<file path="src/rtl/core/csdps_pkg.sv">
// ----------------------------------------------------------------------------
// csdps_pkg
// Shared types and constants of the pair scoring core.
// ----------------------------------------------------------------------------
`default_nettype none

package csdps_pkg;

  localparam int unsigned ScoreW     = 16;
  localparam int unsigned IndexW     = 12;
  localparam int unsigned NumW       = 17;  // exact Q.15 magnitudes
  localparam int unsigned RootW      = 16;  // floor(sqrt(s << 15)) < 2^16
  localparam int unsigned RadW       = 32;  // radicand s << 15
  localparam int unsigned DivW       = NumW + 8;  // numerator << 8
  localparam int unsigned CfgIdxW    = 2;
  localparam int unsigned QueueDepth = 2;

  localparam logic [ScoreW-1:0] ScoreMax = '1;

  localparam logic [CfgIdxW-1:0] CFG_C_THRESHOLD = 2'd0;
  localparam logic [CfgIdxW-1:0] CFG_S_THRESHOLD = 2'd1;
  localparam logic [CfgIdxW-1:0] CFG_D_THRESHOLD = 2'd2;

  typedef enum logic [1:0] {
    CLASS_NONE      = 2'd0,
    CLASS_CONSERVED = 2'd1,
    CLASS_SPECIFIC  = 2'd2,
    CLASS_DIFFER    = 2'd3
  } pair_class_e;

  typedef struct packed {
    logic signed [15:0] avg_corr_a;
    logic signed [15:0] avg_corr_b;
    logic signed [15:0] var_a;
    logic signed [15:0] var_b;
    logic [IndexW-1:0]  pair_first;
    logic [IndexW-1:0]  pair_second;
  } in_item_t;

  typedef struct packed {
    logic [ScoreW-1:0] c_score;
    logic [ScoreW-1:0] s_score;
    logic [ScoreW-1:0] d_score;
    pair_class_e       pair_class;
    logic              zero_spread;
    logic [IndexW-1:0] out_first;
    logic [IndexW-1:0] out_second;
  } out_item_t;

  // Pair with its spread and score numerators, handed from front to back.
  typedef struct packed {
    logic [NumW-1:0]   spread;
    logic [NumW-1:0]   c_num;
    logic [NumW-1:0]   s_num;
    logic [NumW-1:0]   d_num;
    logic [IndexW-1:0] first;
    logic [IndexW-1:0] second;
  } work_t;

  typedef struct packed {
    logic [ScoreW-1:0] c_thr;
    logic [ScoreW-1:0] s_thr;
    logic [ScoreW-1:0] d_thr;
  } thresholds_t;

endpackage

`default_nettype wire

</file>
<file path="src/rtl/core/csdps_queue.sv">
// ----------------------------------------------------------------------------
// csdps_queue
// Short FIFO between front and back.
// ----------------------------------------------------------------------------
`default_nettype none

module csdps_queue #(
  parameter int unsigned Depth = csdps_pkg::QueueDepth
) (
  input  wire logic             clk_i,
  input  wire logic             rst_ni,
  input  wire logic             push_i,
  input  wire csdps_pkg::work_t push_data_i,
  output logic                  full_o,
  input  wire logic             pop_i,
  output csdps_pkg::work_t      pop_data_o,
  output logic                  empty_o
);

  localparam int unsigned PtrW = (Depth > 1) ? $clog2(Depth) : 1;
  localparam int unsigned CntW = $clog2(Depth + 1);

  csdps_pkg::work_t mem_q [Depth];
  logic [PtrW-1:0]  wr_ptr_q, wr_ptr_d, rd_ptr_q, rd_ptr_d;
  logic [CntW-1:0]  count_q, count_d;

  assign full_o     = (count_q == CntW'(Depth));
  assign empty_o    = (count_q == '0);
  assign pop_data_o = mem_q[rd_ptr_q];

  always_comb begin
    wr_ptr_d = wr_ptr_q;
    rd_ptr_d = rd_ptr_q;
    count_d  = count_q;
    if (push_i) begin
      wr_ptr_d = (wr_ptr_q == PtrW'(Depth - 1)) ? '0 : wr_ptr_q + 1'b1;
    end
    if (pop_i) begin
      rd_ptr_d = (rd_ptr_q == PtrW'(Depth - 1)) ? '0 : rd_ptr_q + 1'b1;
    end
    if (push_i && !pop_i) begin
      count_d = count_q + 1'b1;
    end else if (pop_i && !push_i) begin
      count_d = count_q - 1'b1;
    end
  end

  always_ff @(posedge clk_i or negedge rst_ni) begin
    if (!rst_ni) begin
      wr_ptr_q <= '0;
      rd_ptr_q <= '0;
      count_q  <= '0;
    end else begin
      wr_ptr_q <= wr_ptr_d;
      rd_ptr_q <= rd_ptr_d;
      count_q  <= count_d;
    end
  end

  always_ff @(posedge clk_i) begin
    if (push_i) begin
      mem_q[wr_ptr_q] <= push_data_i;
    end
  end

endmodule

`default_nettype wire

</file>
<file path="config.mk">
export PLATFORM = sky130hd
export DESIGN_NAME = csdps_queue
export DESIGN_NICKNAME = d
export VERILOG_FILES = /design/src/rtl/core/csdps_pkg.sv /design/src/rtl/core/csdps_queue.sv
export SDC_FILE = /design/constraint.sdc
export NUM_CORES = 1
export LEC_CHECK = 0
export BUFFER_PORTS_ARGS = -buffer_cell sky130_fd_sc_hd__buf_2
export CAP_MARGIN = 15
export CORE_ASPECT_RATIO = 1.5
export CORE_MARGIN = 3
export CORE_UTILIZATION = 55
export CTS_CLUSTER_DIAMETER = 30
export DETAILED_ROUTE_END_ITERATION = 10
export PLACE_DENSITY = 0.93
export RECOVER_POWER = 100
export SLEW_MARGIN = 20
export SYNTH_ARGS = -nofsm -noshare
export SYNTH_HDL_FRONTEND = slang
export SYNTH_SLANG_ARGS = --single-unit
</file>
<file path="constraint.sdc">
create_clock -name clk_i -period 10.4 [get_ports clk_i]
set_input_delay 2.08 -clock clk_i [delete_from_list [all_inputs] [get_ports clk_i]]
set_output_delay 2.08 -clock clk_i [all_outputs]
set_load 0.05 [all_outputs]
</file>
==> After elaboration in Yosys (flattened, before gate mapping) <==
Memory sizes are Yosys's and may differ from the RTL's.
Cells that the tools add are included.
{ "totals": {"reg_bits": 4, "ramBits": 184, "out_inout_bits": 94, "wordCells": 21, "mem_count": 1} }
{ "memory_table": {"columns": ["memory", "depth", "width", "rd", "rd_clocked_by_memory_dff", "write_ports", "line", "rtl"], "rows": [
  ["mem_q", 2, 92, 1, 0, 1, "csdps_queue.sv:23", "csdps_pkg::work_t mem_q [Depth];"]
]} }
{ "op_classes": {"addsub": 4, "n_eq_ne": 1, "muxes": 6, "reduce_logical": 6} }
{ "op_table": {"columns": ["op", "count"], "rows": [
  ["$mux W1", 4],
  ["$mux W2", 2],
  ["$add A1 B1 Y1 const B", 2],
  ["$add A2 B1 Y2 const B", 1],
  ["$eq A2 B2 Y1 const B", 1],
  ["$logic_and A1 B1 Y1", 2],
  ["$logic_not A1 Y1", 2],
  ["$logic_not A2 Y1", 1],
  ["$reduce_bool A2 Y1", 1],
  ["$sub A2 B1 Y2 const B", 1]
]} }

==> Depth between registers and ports, before layout <==
Gate-level depths: netlist of run 1.
{ "depth": {"word_depth": 4, "depth_mapped": 5} }

==> Least setup slack after synthesis of run 1 <==
Ideal clock, no wire load.
{ "synth_path": {"path_type": "input to register", "startpoint": "in push_i", "endpoint": "mem mem_q[0][0] in the netlist's numbering (enable)", "setup_time_ns": 0.554, "arrival_ns": 6.090, "path_slack_ns": 3.755, "stages": 1, "path_buffers": 0, "path_cell_list": "nor2b_1"} }
{ "synth_between": {"elab_chain_len": 2} }
{ "synth_rtl": {"columns": ["item", "line", "rtl"], "rows": [
  ["start, declared", "csdps_queue.sv:12", "input wire logic push_i,"],
  ["$mux W1", "csdps_queue.sv:61", "if (push_i) begin"],
  ["$mux W1 (implied by the code)", "csdps_queue.sv:62", "mem_q[wr_ptr_q] <= push_data_i;"],
  ["end, declared", "csdps_queue.sv:23", null]
]} }
No other way between the ends.

==> Worst setup path in the final report of run 1 <==
{ "layout_path": {"startpoint": "in push_i", "endpoint": "mem mem_q[0][40] in the netlist's numbering (enable)"} }
Same word-level chain as after synthesis.

==> results.txt, run 1 <==
The flow ran to the end, but the final reports show violations. The final reports fail on capacitance limit, slew limit. The cell sitting at the root of the clock tree is a clkbuf_16.

The number of clock buffers inserted by TritonCTS came out at 17. A synthesized cell averages ~24 µm². The longest individual stage delay on the worst path came out at ~2500 ps.

The flop and latch count out of synthesis came out at around 190. The number of different library cells used by synthesis comes to 14. The first global-routing pass estimated roughly 20000 µm of wire. The number of nets produced by synthesis came out at ~400. Counting the fill cells in the layout gives between 900 and 1000. The number of sinks on the clock net is 188. The critical path is of the in2reg type. Traced cell by cell, the critical path runs through clkbuf_1 > nor2b_1 > clkbuf_1.

The die height is approximately 150 µm. After legalization and detailed placement, the total HPWL measured around 8900 µm. The number of hold violations in the final report was 0. The compound-gate portion of the synthesized area came out at 0%. The total of hold buffers inserted after clock tree synthesis came out at 0.

Summing the areas of all xor and xnor instances in the mapped netlist gives less than 1% of the synthesized area. The number of buffer and inverter stages on the critical path came out at 2. Clock latency on the worst-skew pair, taken at its later pin, is 410 ps. The worst setup path is captured at a flip-flop. The library cell appearing most often on the critical path is clkbuf_1. The via count of the first global-routing pass came out at between 3000 and 4000. The library cell used most frequently in the layout, excluding fill and tap cells, is edfxtp_1. Once placement completed, the tool counted placed cells totaling 640.

The achievable clock frequency is 145 MHz. In this run the worst path has a maximum fanout of 62. On the critical path, the stage with the largest delay is an instance of clkbuf_1. Post-CTS repair changed the size of 0 cells. The clock tree from TritonCTS is done. The count of input and output buffers is about 190. Once layout is complete, the cells apart from fillers number roughly 670.

The detailed-route via count came out at between 3000 and 4000. At the end of routability-driven placement, the weighted congestion stood at 0.711. Yosys printed 0 warnings. The number of failing setup endpoints in the final timing report is 0. The pre-antenna-repair detailed-routing pass consisted of 4 iterations.

The number of instances in the synthesized netlist is 302. The post-CTS setup repair buffer count is 0. The total leakage power is 3.06 nW. The number of routed nets with antenna violations came out at 0. The critical path startpoint category is an input pin. The pre-CTS setup slack came out at 5920 ps. The measured slew at the worst slew-check pin is 3490 ps.

The number of antenna diodes in the final layout is 0. The final net count is 600. Data on the critical path arrives at its endpoint at between 6000 and 7000 ps.

Once routing completed, OpenROAD measured the worst setup slack at between 3000 and 4000 ps. The total power per unit cell area came out at around 330 nW/µm². The initial antenna violation count came to 3.

Measured along the x axis, the die boundary spans just under 100 µm. The starting utilization of the core area is 56.5%. Across every metal layer, demand over resource in global routing totals between 10% and 20%.

The area of combinational cells with multiple inputs came out at 1270 µm². The die covers roughly 14000 µm². The worst slew slack as a fraction of its limit is -132%. The area share of fa/ha/maj cells after synthesis is less than 1%.

The total length of routed wires came out at approximately 13000 µm. Entering global routing, the biggest net connects 66 pins. By area, the combinational part of the netlist is dominated by multiplexers. Clock-pin slew was measured on the worst setup and hold paths at approximately 60 ps. The total standard cell area after synthesis came out at about 7100 µm². For this run, design rule violations remaining after detail routing come to 0.

Compared with the post-synthesis result, the final layout area differs by 19.3%. The post-route minimum period is between 6000 and 7000 ps. The top cell types in the final layout, fill and taps aside, are 184 x edfxtp_1, 119 x clkbuf_1, 73 x buf_2. The core region is 12600 µm². The number of violations reported at the end of detailed-routing iteration 0 came out at between 150 and 200. Setup repair after global routing left no endpoint under its margin. The accumulated negative setup slack is 0 ps. The storage element area is ~5600 µm². The boundary pin count came out at 190. The average routed wire per standard cell is ~19 µm. In this run the worst hold path is classified as reg2reg. The number of buffers on the longest clock path came out at 2. The fraction of layout cells with a size suffix above 1 is a little under a third. The cell family contributing the most delay on the critical path is buffers and inverters. The level count of the clock H-tree is 4. The worst endpoint required time came out at roughly 10000 ps. The peak ir drop on the vdd network is about 0.19 mV. The sequential area share after synthesis came out at 79.2%. The placement row count is 50. The part of the cycle the worst path needs is between 60% and 70%. The final count of pins violating max slew was 190. The mux share of post-synthesis cell area came out at 18.3%. After detailed routing, the number of vias per cell comes to around 5.2.

The post-synthesis simple-gate area fraction came out at 0.370%. The final clock skew is between 9 and 10 ps. The count of max-cap constraint violations is 4. The overall power of the completed layout is between 2 and 3 mW. The remaining global-route overflow is 0.
## flip-flops by register name, summed over array words and instances (netlist names)
register  flops
mem_q       184
count_q       2
rd_ptr_q      1
wr_ptr_q      1
## layout make-up
cell class | instances | area share, %
clock buffers | 19 | 5.10
inverters | 1 | 0.0443
multi-input cells | 103 | 15.0
flip-flops and latches | 188 | 66.3
repair buffers | 192 | 9.62
clock inverters | 13 | 1.65
well taps | 156 | 2.30
## routing by layer
layer	vias up	global-route usage [%]	wire, µm
met5	-	0	41
met4	6	8.82	439
met3	43	5.77	749
met2	134	33.1	7310
met1	1717	19.3	4390
li1	1599	-	-
## where the power goes
| group | leakage, nW | total [mW] | internal [mW] | switching (mW) |
|---|---|---|---|---|
| logic | 1.01 | 1.10 | 0.286 | 0.816 |
| registers | 1.77 | 1.08 | 1.02 | 0.0612 |
| clock network | 0.279 | 0.616 | 0.356 | 0.261 |
| total | 3.06 | 2.80 | 1.66 | 1.14 |
## through the flow
| step | util (%) | cell area, µm² | hold slack (ps) |
|---|---|---|---|
| final | 67.5 | 8480 | 488 |
| after global routing | 67.5 | 8480 | 501 |
| after CTS | 69.7 | 8760 | 541 |
| after detailed placement | 65.1 | 8190 | 494 |
| after global placement | 65.1 | 8190 | 475 |
| after floorplan | - | 7110 | 455 |
## logic make-up after synthesis
family                   Yosys count
flip-flops                       188
adder cells (fa/ha/maj)            1
multiplexers                      92
XOR/XNOR                           5
AND/OR/NAND/NOR                    5
buffers and inverters             11
## synth_stat cells, drive strengths merged
cell type | n | area [µm²]
and2 | 1 | 6.26
buf | 10 | 96.4
dfrtp | 4 | 100
edfxtp | 184 | 5530
ha | 1 | 12.5
inv | 1 | 3.75
mux2 | 92 | 1300
nor2 | 2 | 7.51
nor2b | 2 | 12.5
xnor2 | 1 | 8.76
xor2 | 4 | 35.0
## path summary, 6_finish.rpt
| path | cells past startpoint | from | slack, ps | to |
|---|---|---|---|---|
| setup reg to reg | 2 | wr_ptr_q | 5000 | mem_q[0][40] |
| hold / removal | 1 | wr_ptr_q | 490 | wr_ptr_q |
| setup / recovery | 3 | push_i | 3520 | mem_q[0][40] |
| min in group asynchronous | 1 | rst_ni | 1510 | rd_ptr_q |
| hold reg to reg | 1 | wr_ptr_q | 490 | wr_ptr_q |
| max in group asynchronous | 1 | rst_ni | 8680 | wr_ptr_q |
(Power assumes the default switching activity.)
==> run 2: changes to the inputs <==
- CORE_UTILIZATION: 55 -> 52
- PLACE_DENSITY: 0.93 -> 0.89
- clock period: 10.4 -> 6.9 ns (I/O delays scaled with it)
==> run 2 against run 1 <==
Compared with the run above: the run still ends with capacitance limit, slew limit left; cell area grew 1.5%; power grew 56%; global-route usage shrank 0.59 points; setup slack lost 1600 ps; clock skew shrank 3.7 ps; critical path type unchanged; flip-flop and latch count is the same; wire length grew 3.4%; hold slack gained 21 ps; utilization shrank 2.3 points.
==> results.txt, run 2 (synthesized netlist as in run 1, its figures left out) <==
The floorplan die width came out at 101 µm (+2.7%). The pre-CTS setup slack came to 3110 ps (-2810 ps). The number of clock buffers inserted by TritonCTS was 17 (unchanged). The clock-pin slew of the registers on the worst-case setup and hold paths is 60 ps (about the same). The final routed DRC violation total is 0 (unchanged). The detailed-route via count came to 3501 (+0.057%). The worst slew slack as a fraction of its limit is -86.7% (+46 points). The total length of routed wires was 13400 µm (+3.4%). The level count of the clock H-tree came out at 4 (unchanged). The last element of the critical path is mem_q[1][31]. The area of combinational cells with multiple inputs is 1380 µm² (+8.6%). The measured slew at the worst slew-check pin is 2800 ps (-687 ps). The worst hold-check slack came to 509 ps (+20.5 ps). The die height is 149 µm (+2.7%). The total core area was 13200 µm² (+5.0%).

The worst endpoint required time came out at 6910 ps (-3440 ps). The overall power of the completed layout was 4.37 mW (+56%). The ratio of routed vias to standard cells is 5.19 (-0.24%).

Subtracting the final worst setup slack from the clock period gives 4970 ps. The final count of pins violating max slew is 137 (-28%). The storage element area came to 5630 µm² (about the same). The worst setup path is captured at a flip-flop. The average routed wire per standard cell was 19.8 µm (+3.1%). The combinational fraction of design power was 38.3% (-1.1 points). The number of buffers on the longest clock path came to 2 (unchanged). The largest net degree at the start of global routing was 60 (-9.1%).

The part of the cycle the worst path needs came out at a little under three quarters. STA classifies the critical path startpoint as an input pin. The achievable clock frequency is 201 MHz. The post-detailed-placement half-perimeter wirelength is 9090 µm (+1.6%). The type of the most critical hold path is reg2reg. The routability-driven placement congestion ratio is 0.777 (+9.3%).

The count of inserted antenna diode cells was 0 (unchanged). The flip-flop count of the largest register after layout is 184 (unchanged). The final clock skew was 6.18 ps (-3.67 ps).

The tree is rooted in a clkbuf_16. The number of gates given a new drive strength after cts came out at 0 (unchanged). The count of input and output buffers came out at 189 (unchanged).

Tracing the worst setup path back leads to its startpoint at push_i. The via count of the first global-routing pass came out at 3842 (+0.13%). The number of cells on the worst reg-to-reg path is 2 (unchanged). The post-CTS setup repair buffer count is 0 (unchanged). The fraction of layout cells with a size suffix above 1 is 31.8% (+0.062 points). The peak ir drop on the vdd network is 0.335 mV (+74%). The number of failing setup endpoints in the final timing report came out at 0 (unchanged).

The first-pass GRT wire length came out at 20100 µm (+0.55%). The run finished, with violations left. The total of hold buffers inserted after clock tree synthesis came to 0 (unchanged). The final worst setup slack came out at 1930 ps (-1590 ps). The count of TritonRoute iterations in the first routing pass came out at 4 (unchanged). The sequential power share is 38.5% (about the same).

The most frequent standard cell in the layout excluding fill and tap cells is edfxtp_1. The initial antenna violation count came out at 2 (-1). The start-to-end type of the worst setup path is in2reg. The switching power as a share of total power is 40.0% (-0.65 points). The number of violations reported at the end of detailed-routing iteration 0 is 170 (-1.2%). The internal power contribution is 2.62 mW (+58%). mem_q holds more flip-flops than any other register. TritonCTS built the clock tree. The net switching power is 1.75 mW (+53%). The count of max-cap constraint violations is 3 (-1). The total power per unit cell area was 507 nW/µm² (+54%). The die outline area is 15100 µm² (+5.5%). The accumulated negative setup slack came out at 0 ps (unchanged).

The starting utilization of the core area came out at 53.8% (-2.7 points). The number of hold violations in the final report is 0 (unchanged). In the final layout, the registers with the most flip-flops are mem_q (184), count_q (2). The clock latency on the worst-skew pair is 410 ps (about the same).

The largest fanout of any net on the critical path is 51 (-18%). The number of sinks on the clock net is 188 (unchanged). The number of routed nets with antenna violations came out at 0 (unchanged). The total leakage power came out at 3.12 nW (+1.8%). The worst reg2reg path endpoint is mem_q[1][31]. The relative area change from synthesis to final layout came out at 21.1%.

The critical path data arrival time came out at 4980 ps (-1850 ps). The final reports fail on capacitance limit, slew limit. The global-route usage over all layers is 17.9% (-0.59 points).

The library cells used most frequently in the layout, excluding fill and tap cells, are 184 x edfxtp_1, 151 x clkbuf_1, 69 x mux2_4. The boundary pin count came out at 190 (unchanged). The count of filler cells inserted in the layout is 940 (+2.4%).

The final net count is 601 (+0.17%). Setup repair after global routing left no endpoint under its margin. The remaining global-route overflow came out at 0 (unchanged). The placement row count is 51 (+2.0%). The clock group share of total power is 23.2% (+1.2 points).

In this run the critical register-to-register path is launched from wr_ptr_q. The setup slack of the worst register-to-register path is 2750 ps (-2250 ps).
-- run 2: power groups by stage --
stage                     registers, mW  clock network (mW)  logic [mW]
after floorplan                    1.61                   0        1.53
after detailed placement           1.69                   0        1.76
after global routing               1.71                1.08        1.74
after CTS                          1.67                1.03        1.76
after global placement             1.67                   0        1.73
final                              1.68                1.01        1.67
-- run 2: how the worst min path moves through the flow --
stage	startpoint	to	cells past startpoint
finish	wr_ptr_q	wr_ptr_q	1
detailed placement	count_q[1]	count_q[1]	1
global placement	count_q[1]	count_q[1]	1
global route	wr_ptr_q	wr_ptr_q	1
CTS	count_q[1]	count_q[1]	1
floorplan	wr_ptr_q	wr_ptr_q	1
-- run 2: layout make-up --
cell class | count | area share (%)
timing repair buffer | 193 | 9.07
inverter | 1 | 0.0436
clock inverter | 12 | 2.19
clock buffer | 18 | 4.99
sequential | 188 | 65.4
tap | 159 | 2.31
multi-input combinational | 103 | 16.0
-- run 2: critical path, stage by stage --
cell and delay (ps):
clkbuf_1 210, and2_0 2070, clkbuf_2 1250
-- run 2: per-layer routing --
metal / up-vias / track usage [%] / part of all wire [%]
li1: 1595 / - / -
met1: 1730 / 19.0 / 34
met2: 136 / 32.0 / 56
met3: 36 / 4.87 / 5.6
met4: 4 / 9.18 / 3.6
met5: - / 0 / 0.20
-- run 2: per-stage QoR --
step / area (µm²) / utilization (%) / cells
after global routing: 8610 / 65.2 / 674
after global placement: 8200 / 62.1 / 644
after floorplan: 7110 / - / 302
after CTS: 8820 / 66.8 / 674
after detailed placement: 8200 / 62.1 / 644
final: 8610 / 65.2 / 674
==> run 3: changes to the inputs <==
- ABC_AREA: default -> 1
- CORE_UTILIZATION: 52 -> 47
- PLACE_DENSITY: 0.89 -> 0.85
- clock period: 6.9 -> 4.3 ns (I/O delays scaled with it)
==> run 3 against run 2 <==
Compared with the run above: the run still ends with capacitance limit, slew limit left; first-iteration DRC count fell by 13%; sequential share of layout area shrank 0.38 points; count of clock-buffer cells in the layout fell by 1; critical path type unchanged; synthesized cell count grew 3.0%; largest power group is now combinational logic; cell count up 6.5%; power rose by 56%.
==> results.txt, run 3 <==
The worst setup path is of the in2reg kind. The largest fanout of any net on the critical path came out at 64 (+25%). The total power per unit cell area is 789 nW/µm² (+56%).

The final clock skew came to 13.0 ps (+6.77 ps). The number of cells on the worst reg-to-reg path came to 2 (unchanged). The number of sinks on the clock net came out at 188 (unchanged). For this run, the top clock speed supported by timing is 301 MHz. The detailed-route via count was 3481 (-0.57%). The number of failing setup endpoints in the final timing report came out at 0 (unchanged). The peak ir drop on the vdd network was 0.503 mV (+50%).

The final net count is 608 (+1.2%). The post-detailed-placement half-perimeter wirelength came out at 8480 µm (-6.8%). The average routed wire per standard cell is 17.2 µm (-13%). The number of clock buffers inserted by TritonCTS came out at 17 (unchanged). Tracing the worst setup path back leads to its startpoint at push_i. The fraction of layout cells with a size suffix above 1 was 33.7% (+1.9 points). The post-route minimum period is around 3300 ps. The clock-pin slew of the registers on the worst-case setup and hold paths is 70 ps (about the same). The worst endpoint required time was 4370 ps (-2540 ps).

The number of routed nets with antenna violations is 0 (unchanged). The worst reg2reg path endpoint is mem_q[0][34]. The share of flip-flops with an asynchronous set or reset after synthesis came out at 2.13% (unchanged). STA classifies the critical path startpoint as an input pin. The last element of the critical path is mem_q[0][34].

The count of input and output buffers came out at 189 (unchanged). The number of instances in the synthesized netlist came out at 311 (+3.0%). The area fraction of the dominant cell type after synthesis came out at 77.5% (-0.22 points). The level count of the clock H-tree is 4 (unchanged).

The number of gates given a new drive strength after cts was 0 (unchanged). Setup repair after global routing left no endpoint under its margin. The register with the most flip-flops in the final layout is mem_q. The post-CTS setup repair buffer count came out at 0 (unchanged). The mean cell area of the mapped netlist came out at 22.9 µm² (-2.6%). The number of enable-type register cells in the synthesized netlist was 184 (unchanged).

The final count of pins violating max slew came out at 122 (-11%). The sequential area share after synthesis came out at 78.9% (-0.22 points). The die height is 157 µm (+5.1%). By instance count, the leading cell after synthesis is edfxtp_1. The critical path data arrival time came out at 3390 ps (-1590 ps). The final reports fail on capacitance limit, slew limit. The first-pass GRT wire length is 19200 µm (-4.6%). The routability-driven placement congestion ratio came to 0.685 (-12%). The number of violations reported at the end of detailed-routing iteration 0 was 148 (-13%). The total leakage power is 3.15 nW (+1.1%). The number of hold violations in the final report is 0 (unchanged).

The worst slew slack as a fraction of its limit is -68.3% (+18 points). The ratio of routed vias to standard cells came to 4.85 (-6.7%). The largest total area in the synthesized netlist belongs to edfxtp_1.

The part of the cycle the worst path needs is ~77%. The worst register-to-register path begins at wr_ptr_q. The measured slew at the worst slew-check pin came out at 2520 ps (-284 ps). The total core area is 14700 µm² (+12%). The global-route usage over all layers came to 15.1% (-2.9 points). The setup slack of the worst register-to-register path is 1250 ps (-1500 ps). The clock latency on the worst-skew pair came to 410 ps (about the same). The count of TritonRoute iterations in the first routing pass came out at 4 (unchanged). The count of max-cap constraint violations was 2 (-1). The largest net degree at the start of global routing came to 93 (+55%).

The number of buffers on the longest clock path came out at 2 (unchanged). The flow ran to the end, but the final reports show violations. The largest registers in the layout are mem_q (184), count_q (2). The remaining global-route overflow came out at 0 (unchanged). Counting instances in the post-synthesis netlist gives the leading cell types as 184 x edfxtp_1, 70 x mux2_4, 22 x mux2_2, 7 x buf_6, 7 x inv_1. STA classifies the critical path endpoint as a flip-flop.

The floorplan die width came to 107 µm (+5.0%). In the layout the commonest cells are 184 x edfxtp_1, 137 x clkbuf_1, 70 x mux2_4. The accumulated negative setup slack was 0 ps (unchanged). The total number of yosys warnings is 0 (unchanged). The relative area change from synthesis to final layout came out at 21.5%. The number of library cell types mapped by synthesis came to 15 (+1). The boundary pin count was 190 (unchanged). The flip-flop count of the largest register after layout came out at 184 (unchanged).

The initial antenna violation count is 4 (+2). The placement row count came out at 54 (+5.9%). The number of nets produced by synthesis came out at 408 (+2.3%). The total length of routed wires came out at 12400 µm (-7.6%). After synthesis, the cell types taking the most area are edfxtp_1 78%, mux2_4 15%, mux2_2 3.5%. For this run, the leading register cell type out of synthesis is edfxtp_1. The count of inserted antenna diode cells came out at 0 (unchanged). The flop and latch count out of synthesis was 188 (unchanged). The final non-filler cell area is 8660 µm² (+0.58%).

The die outline area is 16700 µm² (+10%). The tightest min-delay check is of the in2async type. The starting utilization of the core area is 48.4% (-5.4 points). The total standard cell area after synthesis is 7130 µm² (+0.28%).

The root cell of the clock tree is clkbuf_16. The final routed DRC violation total is 0 (unchanged). TritonCTS built the clock tree. The total of hold buffers inserted after clock tree synthesis is 0 (unchanged). The total cell area at the placement stage was 8280 µm² (+0.93%). The library cell used most frequently in the layout, excluding fill and tap cells, is edfxtp_1. The via count of the first global-routing pass came out at 3895 (+1.4%).
-- run 3: cell types whose count changed after synthesis --
cell	change
nand2_1	+5
inv_1	+6
nor2b_1	-2
and2_1	-1
nor2_1	+1
xor2_1	-2
nand3_1	+1
nand4_1	+1
-- run 3: cell type report --
cell class,instances,area [µm²]
Multi-Input combinational cell,106,1380
Inverter,7,30.0
Clock buffer,17,425
Timing Repair Buffer,191,813
Clock inverter,13,136
Fill cell,1190,6070
Sequential cell,188,5630
Tap cell,196,245
-- run 3: stage by stage --
| step | hold WS, ps | setup slack (ps) | utilization [%] | total power, mW | cells |
|---|---|---|---|---|---|
| 2_1_floorplan | 463 | 601 | - | 5.02 | 311 |
| 3_3_place_gp | 478 | 1590 | 56.2 | 5.46 | 688 |
| 3_5_place_dp | 485 | 1560 | 56.2 | 5.53 | 688 |
| 4_1_cts | 226 | 1110 | 60.0 | 7.00 | 718 |
| 5_1_grt | 255 | 745 | 58.8 | 7.11 | 718 |
| 6_report | 273 | 980 | 58.8 | 6.83 | 718 |
-- run 3: metal layers --
metal / wire length [µm] / vias to the layer above / track usage (%) / share of wire [%]
li1: - / 1619 / - / -
met1: 4380 / 1716 / 15.8 / 35
met3: 789 / 19 / 5.74 / 6.4
met5: 55 / - / 0 / 0.45
met2: 6950 / 119 / 27.6 / 56
met4: 173 / 8 / 5.00 / 1.4
-- run 3: logic make-up after synthesis --
group                      count (synthesis)  synth area share [%]
and+or+nand+nor                           10                 0.579
adders and majority gates                  1                 0.176
DFF                                      188                  78.9
xor gates and xnor gates                   3                 0.369
muxes                                     92                  18.2
buffers and inverters                     17                  1.72
-- run 3: worst max-delay path: stages --
cell      delay (ps)
clkbuf_1         170
inv_1             60
nor2_1          1850
buf_12           420
-- run 3: how the worst min path moves through the flow --
stage                           from          to  slack (ps)  cells after the start
after floorplan           count_q[1]  count_q[1]         460                      2
after global placement    count_q[1]  count_q[1]         480                      2
after global routing          rst_ni  count_q[0]         250                      1
after detailed placement  count_q[1]  count_q[1]         480                      2
after CTS                     rst_ni  count_q[1]         230                      1
final                         rst_ni  count_q[1]         270                      1
-- run 3: power by group --
group          switching, mW  internal [mW]  leakage [nW]
logic                   1.96          0.773          1.11
clock network          0.664          0.811         0.267
registers              0.165           2.45          1.77
total                   2.79           4.04          3.15
